## src/hdl/rss_pkg.sv

```systemverilog
`timescale 1ns / 1ps
// ----------------------------------------------------------------------------
// rss_pkg: shared types and constants of the route switch sequencer
// Beat payloads, the configuration bundle, command codes and register indexes.
// ----------------------------------------------------------------------------
package rss_pkg;

  // Command codes carried by an input beat.
  localparam logic CMD_SELECT = 1'b0;
  localparam logic CMD_TICK   = 1'b1;

  // Configuration register indexes.
  localparam int unsigned CFG_INDEX_W = 2;
  localparam logic [CFG_INDEX_W-1:0] REG_ROUTE_TABLE     = 2'd0;
  localparam logic [CFG_INDEX_W-1:0] REG_SWITCH_COUNT    = 2'd1;
  localparam logic [CFG_INDEX_W-1:0] REG_TIMEOUT_SECONDS = 2'd2;

  // Field widths fixed by the interface.
  localparam int unsigned CFG_DATA_W  = 64;
  localparam int unsigned ROUTE_W     = 3;
  localparam int unsigned SW_FIELD_W  = 3;
  localparam int unsigned REACHED_W   = 8;
  localparam int unsigned COUNT_W     = 4;
  localparam int unsigned TIMEOUT_W   = 8;
  localparam int unsigned ELAPSED_W   = 20;
  localparam int unsigned LIMIT_W     = 18;

  // Milliseconds per second and the saturation value of the elapsed counter.
  localparam logic [9:0]           MS_PER_SECOND = 10'd1000;
  localparam logic [ELAPSED_W-1:0] ELAPSED_MAX   = {ELAPSED_W{1'b1}};

  // Input beat.
  typedef struct packed {
    logic                  command;
    logic [ROUTE_W-1:0]    route_index;
    logic [REACHED_W-1:0]  switch_reached;
  } in_t;

  // Result beat.
  typedef struct packed {
    logic                  busy_res;
    logic                  timed_out;
    logic                  drive_valid;
    logic [SW_FIELD_W-1:0] drive_switch;
    logic                  drive_straight;
    logic [ROUTE_W-1:0]    route_now;
  } out_t;

  // Configuration as seen by the sequencing engine.
  typedef struct packed {
    logic [CFG_DATA_W-1:0] route_table;
    logic [COUNT_W-1:0]    switch_count;
    logic [LIMIT_W-1:0]    timeout_limit_ms;
  } cfg_t;

endpackage

```

## src/hdl/rss_cfg.sv

```systemverilog
`timescale 1ns / 1ps
// ----------------------------------------------------------------------------
// rss_cfg: configuration registers
// Holds the route table and switch count, and keeps the timeout already
// scaled to milliseconds so the engine only has to compare.
// ----------------------------------------------------------------------------
module rss_cfg (
  input  logic                                 clk,
  input  logic                                 rst,
  input  logic                                 cfg_we,
  input  logic [rss_pkg::CFG_INDEX_W-1:0]      cfg_index,
  input  logic [rss_pkg::CFG_DATA_W-1:0]       cfg_data,
  output rss_pkg::cfg_t                        cfg
);

  logic [rss_pkg::CFG_DATA_W-1:0] route_table;
  logic [rss_pkg::COUNT_W-1:0]    switch_count;
  logic [rss_pkg::LIMIT_W-1:0]    timeout_limit;
  logic [rss_pkg::LIMIT_W-1:0]    timeout_limit_next;

  // Seconds times 1000 is a small constant multiply; the top value fits 18 bits.
  assign timeout_limit_next = rss_pkg::LIMIT_W'(cfg_data[rss_pkg::TIMEOUT_W-1:0])
                              * rss_pkg::LIMIT_W'(rss_pkg::MS_PER_SECOND);

  // Register writes; an unknown index is ignored.
  always_ff @(posedge clk) begin
    if (rst) begin
      route_table   <= {rss_pkg::CFG_DATA_W{1'b1}};
      switch_count  <= '0;
      timeout_limit <= '0;
    end else if (cfg_we) begin
      case (cfg_index)
        rss_pkg::REG_ROUTE_TABLE:     route_table   <= cfg_data;
        rss_pkg::REG_SWITCH_COUNT:    switch_count  <= cfg_data[rss_pkg::COUNT_W-1:0];
        rss_pkg::REG_TIMEOUT_SECONDS: timeout_limit <= timeout_limit_next;
        default: ;
      endcase
    end
  end

  assign cfg.route_table      = route_table;
  assign cfg.switch_count     = switch_count;
  assign cfg.timeout_limit_ms = timeout_limit;

endmodule

```

## src/hdl/rss_engine.sv

```systemverilog
`timescale 1ns / 1ps
// ----------------------------------------------------------------------------
// rss_engine: route sequencing state and step logic
// Holds route, cursor, elapsed time and the last command of every switch,
// and computes the result of one beat from that state.
// ----------------------------------------------------------------------------
module rss_engine #(
  parameter int unsigned SWITCHES = 8,
  parameter int unsigned ROUTES   = 8
) (
  input  logic          clk,
  input  logic          rst,
  input  logic          step_en,
  input  rss_pkg::in_t  in_beat,
  input  rss_pkg::cfg_t cfg,
  output rss_pkg::out_t result
);

  localparam int unsigned CUR_W    = $clog2(SWITCHES + 1);
  localparam int unsigned SW_IDX_W = (SWITCHES > 1) ? $clog2(SWITCHES) : 1;

  logic [rss_pkg::ROUTE_W-1:0]   current_route, current_route_next;
  logic [CUR_W-1:0]              switch_cursor, switch_cursor_next;
  logic [rss_pkg::ELAPSED_W-1:0] elapsed_ms, elapsed_ms_next;
  logic [SWITCHES-1:0]           commanded_known, commanded_known_next;
  logic [SWITCHES-1:0]           commanded_straight, commanded_straight_next;

  logic [CUR_W-1:0]    in_use;
  logic                busy_now;
  logic                busy_after;
  logic [SW_IDX_W-1:0] sw;
  logic                want;
  logic                reached;
  logic                drive;
  logic                late;

  // Switch count above the switches present acts as all of them.
  assign in_use = (cfg.switch_count > rss_pkg::COUNT_W'(SWITCHES))
                  ? CUR_W'(SWITCHES) : CUR_W'(cfg.switch_count);

  assign busy_now = switch_cursor < in_use;
  assign sw       = switch_cursor[SW_IDX_W-1:0];
  assign want     = cfg.route_table[{current_route, rss_pkg::SW_FIELD_W'(sw)}];
  assign reached  = in_beat.switch_reached[rss_pkg::SW_FIELD_W'(sw)];

  // Step: select restarts the route, a tick counts elapsed time and handles the current switch.
  always_comb begin
    current_route_next      = current_route;
    switch_cursor_next      = switch_cursor;
    elapsed_ms_next         = elapsed_ms;
    commanded_known_next    = commanded_known;
    commanded_straight_next = commanded_straight;
    drive                   = 1'b0;
    if (in_beat.command == rss_pkg::CMD_SELECT) begin
      if ({1'b0, in_beat.route_index} >= (rss_pkg::ROUTE_W + 1)'(ROUTES)) begin
        current_route_next = rss_pkg::ROUTE_W'(ROUTES - 1);
      end else begin
        current_route_next = in_beat.route_index;
      end
      switch_cursor_next = '0;
      elapsed_ms_next    = '0;
    end else begin
      if (elapsed_ms != rss_pkg::ELAPSED_MAX) begin
        elapsed_ms_next = elapsed_ms + 1'b1;
      end
      if (busy_now) begin
        if (!commanded_known[sw] || (commanded_straight[sw] != want)) begin
          commanded_known_next[sw]    = 1'b1;
          commanded_straight_next[sw] = want;
          drive                       = 1'b1;
        end else if (reached) begin
          switch_cursor_next = switch_cursor + 1'b1;
        end
      end
    end
  end

  // Status after the update.
  assign busy_after = switch_cursor_next < in_use;
  assign late = busy_after && (cfg.timeout_limit_ms != '0)
                && (elapsed_ms_next > rss_pkg::ELAPSED_W'(cfg.timeout_limit_ms));

  assign result.busy_res       = busy_after;
  assign result.timed_out      = late;
  assign result.drive_valid    = drive;
  assign result.drive_switch   = drive ? rss_pkg::SW_FIELD_W'(sw) : '0;
  assign result.drive_straight = drive & want;
  assign result.route_now      = current_route_next;

  // State registers advance once per accepted beat.
  always_ff @(posedge clk) begin
    if (rst) begin
      current_route      <= '0;
      switch_cursor      <= '0;
      elapsed_ms         <= '0;
      commanded_known    <= '0;
      commanded_straight <= '0;
    end else if (step_en) begin
      current_route      <= current_route_next;
      switch_cursor      <= switch_cursor_next;
      elapsed_ms         <= elapsed_ms_next;
      commanded_known    <= commanded_known_next;
      commanded_straight <= commanded_straight_next;
    end
  end

endmodule

```

## src/hdl/route_switch_sequencer_core.sv

```systemverilog
`timescale 1ns / 1ps
// ----------------------------------------------------------------------------
// route_switch_sequencer_core: railway route setter
// Usage: write the route table, switch count and timeout through the cfg
// port while the block is idle. Each input beat is either a route select or
// a one millisecond tick carrying the reached bits of all switches; every
// input beat yields exactly one result beat with busy, timeout, an optional
// switch drive command and the current route.
// A beat's result sits in the output register the cycle after acceptance.
// Throughput is one beat per cycle while the receiver keeps up, set by the
// single pass through the step logic between state and output register.
// The input is taken whenever the output register is empty or being drained
// in the same cycle, so a stalled receiver holds the result and stalls the
// input after one beat.
// Reset (synchronous) sets the route table to all straight, switch count
// and timeout to zero, route and cursor to zero, clears elapsed time, marks
// every switch as never commanded and empties the output register.
// ----------------------------------------------------------------------------
module route_switch_sequencer_core #(
  parameter int unsigned SWITCHES = 8,
  parameter int unsigned ROUTES   = 8
) (
  input  logic                            clk,
  input  logic                            rst,
  input  logic                            in_valid,
  output logic                            in_ready,
  input  rss_pkg::in_t                    in_data,
  output logic                            out_valid,
  input  logic                            out_ready,
  output rss_pkg::out_t                   out_data,
  input  logic                            cfg_we,
  input  logic [rss_pkg::CFG_INDEX_W-1:0] cfg_index,
  input  logic [rss_pkg::CFG_DATA_W-1:0]  cfg_data
);

  rss_pkg::cfg_t cfg;
  rss_pkg::out_t result;
  logic          step_en;

  // Configuration registers.
  rss_cfg u_cfg (
    .clk       (clk),
    .rst       (rst),
    .cfg_we    (cfg_we),
    .cfg_index (cfg_index),
    .cfg_data  (cfg_data),
    .cfg       (cfg)
  );

  // Sequencing state and step logic.
  rss_engine #(
    .SWITCHES (SWITCHES),
    .ROUTES   (ROUTES)
  ) u_engine (
    .clk     (clk),
    .rst     (rst),
    .step_en (step_en),
    .in_beat (in_data),
    .cfg     (cfg),
    .result  (result)
  );

  // Accept when the output register is free or drains this cycle.
  assign in_ready = !out_valid || out_ready;
  assign step_en  = in_valid && in_ready;

  // Output register.
  always_ff @(posedge clk) begin
    if (rst) begin
      out_valid <= 1'b0;
    end else if (step_en) begin
      out_valid <= 1'b1;
    end else if (out_ready) begin
      out_valid <= 1'b0;
    end
  end

  always_ff @(posedge clk) begin
    if (step_en) begin
      out_data <= result;
    end
  end

`ifndef SYNTH
  // A drive command is only issued while the route is still being set.
  assert property (@(posedge clk) disable iff (rst)
    out_valid && out_data.drive_valid |-> out_data.busy_res)
    else $error("drive beat without busy");

  // A timeout is only reported while busy.
  assert property (@(posedge clk) disable iff (rst)
    out_valid && out_data.timed_out |-> out_data.busy_res)
    else $error("timeout beat without busy");

  // Drive fields are zero when no drive is issued.
  assert property (@(posedge clk) disable iff (rst)
    out_valid && !out_data.drive_valid |->
      (out_data.drive_switch == '0) && !out_data.drive_straight)
    else $error("drive fields set without drive");

  // Every accepted input beat produces a result beat in the next cycle.
  assert property (@(posedge clk) disable iff (rst)
    in_valid && in_ready |=> out_valid)
    else $error("accepted beat produced no result");
`endif

endmodule
```

## config.mk

```make
export PLATFORM = sky130hd
export DESIGN_NAME = route_switch_sequencer_core
export DESIGN_NICKNAME = d
export VERILOG_FILES = /design/src/hdl/rss_pkg.sv /design/src/hdl/rss_cfg.sv /design/src/hdl/rss_engine.sv /design/src/hdl/route_switch_sequencer_core.sv
export SDC_FILE = /design/constraint.sdc
export NUM_CORES = 1
export LEC_CHECK = 0
export ABC_CLOCK_PERIOD_IN_PS = 5600
export BUFFER_PORTS_ARGS = -buffer_cell sky130_fd_sc_hd__buf_2
export CAP_MARGIN = 5
export CORE_MARGIN = 5
export CORE_UTILIZATION = 59
export CTS_BUF_LIST = sky130_fd_sc_hd__clkbuf_16
export DETAILED_ROUTE_END_ITERATION = 6
export GPL_TIMING_DRIVEN = 1
export PLACE_DENSITY = 0.83
export SETUP_SLACK_MARGIN = 0.1
export SYNTH_ARGS = -nofsm -noshare
export SYNTH_HDL_FRONTEND = slang
export SYNTH_SLANG_ARGS = --single-unit
```

## constraint.sdc

```tcl
create_clock -name clk -period 5.6 [get_ports clk]
set_input_delay 0.84 -clock clk [delete_from_list [all_inputs] [get_ports clk]]
set_output_delay 0.84 -clock clk [all_outputs]
set_load 0.005 [all_outputs]
```

==> results.json, run 1 <==
{
  "gr-usage-met1_pct": 30.9,
  "regToRegSetupSlack_ns": 1.13,
  "cpMaxStageDelayCell": "fa_1",
  "fp-row-count": 43,
  "clkPwrFrac_pct": 38.5,
  "yosysSeqAreaShare_pct": 34.3,
  "grt.total_usage_pct": 24.5,
  "insertedDiodeCount": 0,
  "chipHeight_um": 129,
  "synthDistinctLibCells": 65,
  "synthesis.yosys.warnings": 0,
  "use_met3_pct": 6.14,
  "route.vias.total": 6914,
  "first_pass_iters": 5,
  "part_of_the_power_in_registers_pct": 36.8,
  "max_slew.worst_pin.slew_ns": 1.07,
  "syn_to_final_growth_pct": 13.8,
  "ir_drop_v": 0.000234,
  "timing.critical_path.slowest_cell_delay_ns": 0.56,
  "global_placer_s_final_weighted_congestion": 0.896,
  "hold_path.class": "reg -> reg",
  "timing.final.setup_violations": 0,
  "groute.layer.met2.usage_pct": 41.6,
  "final.setup_skew_ns": 0.00896,
  "cts_htree_levels": 4,
  "post-route-min-period_ns": 4.48,
  "max_cap_viol_count": 0,
  "drt.antenna.violating_nets": 0,
  "area_share_of_the_largest_cell_type_after_synthesis_pct": 30.6,
  "postSynthCellCount": 943,
  "postCtsHoldBufs": 0,
  "initial_cell_density_of_the_core_pct": 60.0,
  "insertion_delay_ns": 0.42,
  "syn-cell-area_um2": 8300,
  "final_layout_fill_cell_count": 1072,
  "ys_async_sr_fraction_pct": 0,
  "count_of_unresolved_drc_violations_after_routing": 0,
  "post_route_cells_drive_above_1_share_pct": 15.9,
  "max-slew-margin-rel_pct": 28.8,
  "syn_area_per_cell_um2": 8.80,
  "layout.nets": 1184,
  "coreArea_um2": 13800,
  "floorplan.die_area_um2": 16500,
  "status": "finished clean",
  "fmaxAchievable_ghz": 0.223,
  "setup-tns-final_ns": 0,
  "finalMaxSlewViolations": 0,
  "period_share_pct": 80.0,
  "power_density_nw_per_um2": 302,
  "worst_slack_ns": 1.12,
  "grt_max_degree": 65,
  "post_cts.resized_instances": 0,
  "path_cells": "buf_2 -> fa_1 -> inv_1 -> fa_1 -> fa_1 -> fa_1 -> inv_1 -> ha_1 -> a21oi_1 -> o21bai_1 -> a21oi_1 -> o21ai_0 -> a21oi_1 -> o21ai_0 -> o311ai_0",
  "leakage_power_of_the_design_nw": 3.89,
  "timing.critical_path.from_type": "input port",
  "drt_iter0_drc": 376,
  "power.switching_fraction_pct": 30.4,
  "rsz0062_at_grt": "false",
  "worst-path-max-fanout": 7,
  "timing.critical_path.arrival_ns": 4.78,
  "initial_antenna_violation_count": 0,
  "grt_pass1_wl_mm": 32.6,
  "io-pin-count": 95,
  "critical-path-top-cell-by-count": "fa_1",
  "numCtsBuffers": 17,
  "final-hold-violation-count": 0,
  "leading_cell_types_by_total_area_after_synthesis": "dfxtp_1 (31%), mux2i_1 (10%), ha_1 (9.0%), nand2_1 (7.4%), fa_1 (5.3%)",
  "critPathRequiredTime_ns": 5.90,
  "max-clock-path-buffers": 2,
  "floorplan.die.width_um": 129,
  "yosys.area.top_type": "dfxtp_1",
  "grt_pass1_vias": 6870,
  "total_switching_power_w": 0.000869,
  "grt_remaining_overflow": 0,
  "wirelength_mm": 19.8,
  "post_synth_edffs": 10,
  "timing.setup.critical_path_class": "in -> reg",
  "power.combinational.fraction_pct": 24.6,
  "grt-busiest-layer": "met2",
  "place.port_buffers": 94,
  "cts.reportedPaths.clkPinSlew_ns": 0.06,
  "cp-end-kind": "flop",
  "root_buffer": "clkbuf_16",
  "tritoncts_num_sinks": 137,
  "postSynth.topFlopCell": "dfxtp_1",
  "routedWlPerCell_um": 16.3,
  "cts.repair_timing.setup_buffer_count": 0,
  "cts_tree": "done",
  "postSynthRegisterBits": 137,
  "power.internal_w": 0.00199,
  "dp_worst_setup_slack_ns": 0.668,
  "detail_route.vias_per_cell": 5.71,
  "syn_nets": 1108,
  "dp_hpwl_mm": 14.1
}
==> per-stage QoR <==
step / cells / instance area, µm² / total power, W / util (%) / hold WS, ns
after global placement: 1180 / 8860 / 0.00175 / 64.1 / 0.431
after global routing: 1211 / 9450 / 0.00302 / 68.3 / 0.490
after floorplan: 943 / 8300 / 0.00160 / - / 0.425
final: 1211 / 9450 / 0.00286 / 68.3 / 0.459
after detailed placement: 1180 / 8860 / 0.00176 / 64.1 / 0.447
after CTS: 1211 / 9450 / 0.00287 / 68.3 / 0.456
==> placed cells by master (no fill, tap or decap), drive strengths merged, types with 10 or more instances in the layout <==
cell,Yosys,final
dfxtp,127,127
nand2,164,164
nand3,29,29
mux2,10,10
edfxtp,10,10
mux2i,87,87
xnor2,15,15
o21ai,18,18
and3,13,13
nor3,22,22
a21oi,67,67
a31oi,11,11
clkbuf,29,18
buf,19,105
fa,22,22
inv,77,84
ha,60,60
nor2,46,46
==> state kept, by name, indices dropped and copies added (netlist names) <==
name and count:
u_engine.commanded_known 8, u_cfg.timeout_limit 15, out_data 10, u_engine.switch_cursor 4, u_engine.commanded_straight 8, u_engine.elapsed_ms 20, u_engine.current_route 3, u_cfg.route_table 64
u_cfg.switch_count 4, out_valid 1
==> path summary, 6_finish.rpt <==
path	from	to	cells after the start
worst min-delay path	u_engine.commanded_known[6]	u_engine.commanded_known[6]	2
worst min register to register	u_engine.commanded_known[6]	u_engine.commanded_known[6]	2
worst max-delay path	cfg_data[0]	u_cfg.timeout_limit[16]	15
worst max register to register	u_engine.elapsed_ms[0]	out_data[8]	18
==> kinds of logic (layout without fill, tap and decap cells) <==
kind of cell / Yosys count / after routing / share of synthesized area, %
buffers and inverters: 126 / 214 / 6.14
flip-flops: 137 / 137 / 34.3
AND/OR/NAND/NOR: 326 / 326 / 17.9
adder cells (fa/ha/maj): 82 / 82 / 14.4
XOR/XNOR: 24 / 24 / 2.53
AO/OA/AOI/OAI: 144 / 144 / 11.1
multiplexers: 104 / 104 / 13.8
==> routing by layer <==
metal | vias to the layer above | wire [µm] | share of wire (%)
li1 | 3412 | - | -
met5 | - | 0 | 0
met3 | 28 | 1270 | 6.4
met4 | 0 | 297 | 1.5
met1 | 3266 | 8570 | 43
met2 | 208 | 9630 | 49
==> power by group through the flow <==
stage / sequential [W] / combinational [W] / clock, W
5_1_grt: 0.00106 / 0.000804 / 0.00116
6_report: 0.00105 / 0.000704 / 0.00110
2_1_floorplan: 0.00107 / 0.000534 / 0
3_5_place_dp: 0.00107 / 0.000691 / 0
4_1_cts: 0.00105 / 0.000702 / 0.00111
3_3_place_gp: 0.00107 / 0.000675 / 0
==> cell usage after synthesis (3+ instances only) <==
library cell and number:
a22oi_1 4, xnor2_1 15, fa_1 22, xor2_1 9
mux4_2 7, buf_6 3, edfxtp_1 10, o211ai_1 3
ha_1 60, nand2b_1 5, nand2_1 164, buf_1 11
and2_1 4, nor2_1 46, mux2_2 8, a21oi_1 66
clkbuf_1 29, nor3_1 21, a221oi_1 5, nor2b_1 6
or2_2 3, nand4_1 9, mux2i_1 87, nor4_1 5
inv_1 76, o31ai_1 4, dfxtp_1 127, nand3b_1 4
nor3b_1 4, buf_4 3, or3_1 4, and3_1 13
nand3_1 29, a21o_1 9, o21ai_0 14, a211oi_1 5
a31oi_1 11, nor4b_1 3
==> final cells by class <==
| cell class | instances | area (µm²) | area share, % |
|---|---|---|---|
| multi-input combinational | 680 | 4950 | 52.4 |
| sequential | 137 | 2840 | 30.1 |
| timing repair buffer | 105 | 553 | 5.86 |
| clock buffer | 18 | 450 | 4.77 |
| inverter | 78 | 293 | 3.10 |
| tap | 180 | 225 | 2.38 |
| clock inverter | 13 | 131 | 1.39 |
==> critical path: cells and delay by family <==
kind	cells	cell delay, ns
adder cells (fa/ha/maj)	5	2.38
AO/OA/AOI/OAI	7	1.31
buffers and inverters	3	0.25
No activity file was read; power rests on OpenSTA's default activity.
==> inputs of run 2 (changes only) <==
--- a/config.mk
+++ b/config.mk
@@ -5,15 +5,15 @@
 export SDC_FILE = /design/constraint.sdc
 export NUM_CORES = 1
 export LEC_CHECK = 0
-export ABC_CLOCK_PERIOD_IN_PS = 5600
+export ABC_CLOCK_PERIOD_IN_PS = 3750
 export BUFFER_PORTS_ARGS = -buffer_cell sky130_fd_sc_hd__buf_2
 export CAP_MARGIN = 5
 export CORE_MARGIN = 5
-export CORE_UTILIZATION = 59
+export CORE_UTILIZATION = 54
 export CTS_BUF_LIST = sky130_fd_sc_hd__clkbuf_16
 export DETAILED_ROUTE_END_ITERATION = 6
 export GPL_TIMING_DRIVEN = 1
-export PLACE_DENSITY = 0.83
+export PLACE_DENSITY = 0.81
 export SETUP_SLACK_MARGIN = 0.1
 export SYNTH_ARGS = -nofsm -noshare
 export SYNTH_HDL_FRONTEND = slang
==> constraint.sdc (replaced) <==
create_clock -name clk -period 3.75 [get_ports clk]
set_input_delay 0.5625 -clock clk [delete_from_list [all_inputs] [get_ports clk]]
set_output_delay 0.5625 -clock clk [all_outputs]
set_load 0.005 [all_outputs]
==> results.json, run 2 (same netlist as run 1, synthesis figures left out) <==
{
  "chipHeight_um": 134,
  "insertion_delay_ns": 0.42,
  "timing.hold.worst_endpoint": "u_cfg.route_table[43]",
  "design_power_total_w": 0.00461,
  "max_cap_viol_count": 0,
  "grt.total_usage_pct": 23.5,
  "max-clock-path-buffers": 2,
  "io-pin-count": 95,
  "failed_checks": "negative setup slack",
  "hold_path_startpoint": "cfg_data[43]",
  "worst-path-max-fanout": 3,
  "ir_drop_v": 0.000323,
  "fp-row-count": 45,
  "dp_hpwl_mm": 15.2,
  "hold_path.class": "in -> reg",
  "cts.reportedPaths.clkPinSlew_ns": 0.07,
  "r2r_end": "out_data[9]",
  "max-slew-margin-rel_pct": 45.1,
  "critPathRequiredTime_ns": 4.10,
  "count_of_unresolved_drc_violations_after_routing": 0,
  "number_of_cells_traversed_by_the_worst_register_to_register_path": 14,
  "grt_max_degree": 65,
  "layout.nets": 1257,
  "final.setup_skew_ns": 0.0104,
  "floorplan.die_area_um2": 17900,
  "max_slew.worst_pin.slew_ns": 0.821,
  "period_share_pct": 101,
  "layout_commonest_cell": "nand2_1",
  "cts_htree_levels": 4,
  "fmaxAchievable_ghz": 0.265,
  "core_util_final_pct": 67.5,
  "post-route-min-period_ns": 3.78,
  "grt_pass1_wl_mm": 34.5,
  "initial_antenna_violation_count": 0,
  "finalMaxSlewViolations": 0,
  "global_placer_s_final_weighted_congestion": 0.906,
  "grt_pass1_vias": 7145,
  "status": "finished, violations left",
  "numCtsBuffers": 17,
  "largest_reg_flops": 64,
  "coreArea_um2": 15100,
  "detail_route.vias_per_cell": 5.65,
  "cts_tree": "done",
  "drt.antenna.violating_nets": 0,
  "regToRegSetupSlack_ns": 0.07,
  "reg.largest.list": "u_cfg.route_table: 64 flops, u_engine.elapsed_ms: 20 flops, u_cfg.timeout_limit: 15 flops",
  "timing.critical_path.from_type": "input port",
  "timing.final.setup_violations": 1,
  "leakage_power_of_the_design_nw": 4.25,
  "final-hold-violation-count": 0,
  "rsz0062_at_grt": "true",
  "setup.worst_path.start": "cfg_data[2]",
  "wirelength_mm": 21.0,
  "cp-end-kind": "flop",
  "largest_register": "u_cfg.route_table",
  "drt_iter0_drc": 522,
  "place.port_buffers": 94,
  "hold-path-cell-count": 3,
  "grt_remaining_overflow": 0,
  "route.vias.total": 7302,
  "worst_slack_ns": -0.0302,
  "post_route_cells_drive_above_1_share_pct": 24.5,
  "instances_no_fill": 1292,
  "timing.critical_path.arrival_ns": 4.13,
  "syn_to_final_growth_pct": 23.3,
  "root_buffer": "clkbuf_16",
  "final_cell_mix": "nand2_1 (164), dfxtp_1 (124), buf_2 (92)",
  "tritoncts_num_sinks": 137,
  "timing.setup.critical_path_class": "in -> reg",
  "routedWlPerCell_um": 16.2,
  "power_density_nw_per_um2": 451,
  "dp_cells": 1258,
  "floorplan.die.width_um": 134,
  "initial_cell_density_of_the_core_pct": 54.8,
  "r2r-start": "u_engine.switch_cursor[1]",
  "insertedDiodeCount": 0,
  "first_pass_iters": 4
}
==> run 2: repair_timing <==
| item | CTS | global route |
|---|---|---|
| pin swaps | 4 | 32 |
| gates resized for setup | 12 | 26 |
| buffers inserted | 1 | 2 |
| hold buffers | 0 | 0 |
| endpoints found under the setup margin | 6 | 8 |
==> run 2: worst max-delay path, cell delays in order <==
cell      delay (ns)
buf_8           0.10
fa_1            0.55
inv_1           0.05
fa_1            0.49
fa_1            0.42
fa_1            0.52
inv_2           0.05
ha_4            0.28
inv_2           0.03
o21bai_1        0.15
a21o_1          0.22
a21oi_4         0.08
o211ai_1        0.19
and3_1          0.18
o21ai_1         0.06
a21oi_1         0.16
==> run 2: power by group <==
part           internal, W  switching (W)  total [W]
logic             0.000736       0.000752    0.00149
registers          0.00153      0.0000389    0.00157
clock network     0.000885       0.000663    0.00155
==> run 2: layout make-up <==
type	instances	area (µm²)
sequential	137	2850
timing repair buffer	178	1160
tap	188	235
multi-input combinational	680	5150
fill	1135	4920
inverter	78	293
clock inverter	13	95.1
clock buffer	18	450
==> run 2: worst max path at each step <==
stage                                    to  depth (start not counted)
detailed placement  u_cfg.timeout_limit[17]                         17
global placement    u_cfg.timeout_limit[17]                         16
finish              u_cfg.timeout_limit[17]                         16
global route        u_cfg.timeout_limit[17]                         16
floorplan           u_cfg.timeout_limit[16]                         14
CTS                             out_data[8]                         18
==> run 2: metal layers <==
layer  vias up  routed length, µm  GRT usage [%]  part of all wire [%]
met3        34               1190           5.96                   5.7
met5         -                  0              0                     0
met1      3502               9300           30.6                    44
li1       3544                  -              -                     -
met4         0                397           6.97                   1.9
met2       222              10100           38.5                    48
==> run 2: per-stage QoR <==
| step | worst slack [ns] | cell area, µm² | hold WS [ns] | TNS (ns) |
|---|---|---|---|---|
| 2_1_floorplan | -0.0786 | 8360 | 0.425 | -0.306 |
| 3_3_place_gp | -0.295 | 9500 | 0.432 | -1.72 |
| 3_5_place_dp | -0.370 | 9500 | 0.438 | -2.26 |
| 4_1_cts | 0.0563 | 10100 | 0.343 | 0 |
| 5_1_grt | -0.166 | 10200 | 0.347 | -0.697 |
| 6_report | -0.0302 | 10200 | 0.351 | -0.0302 |
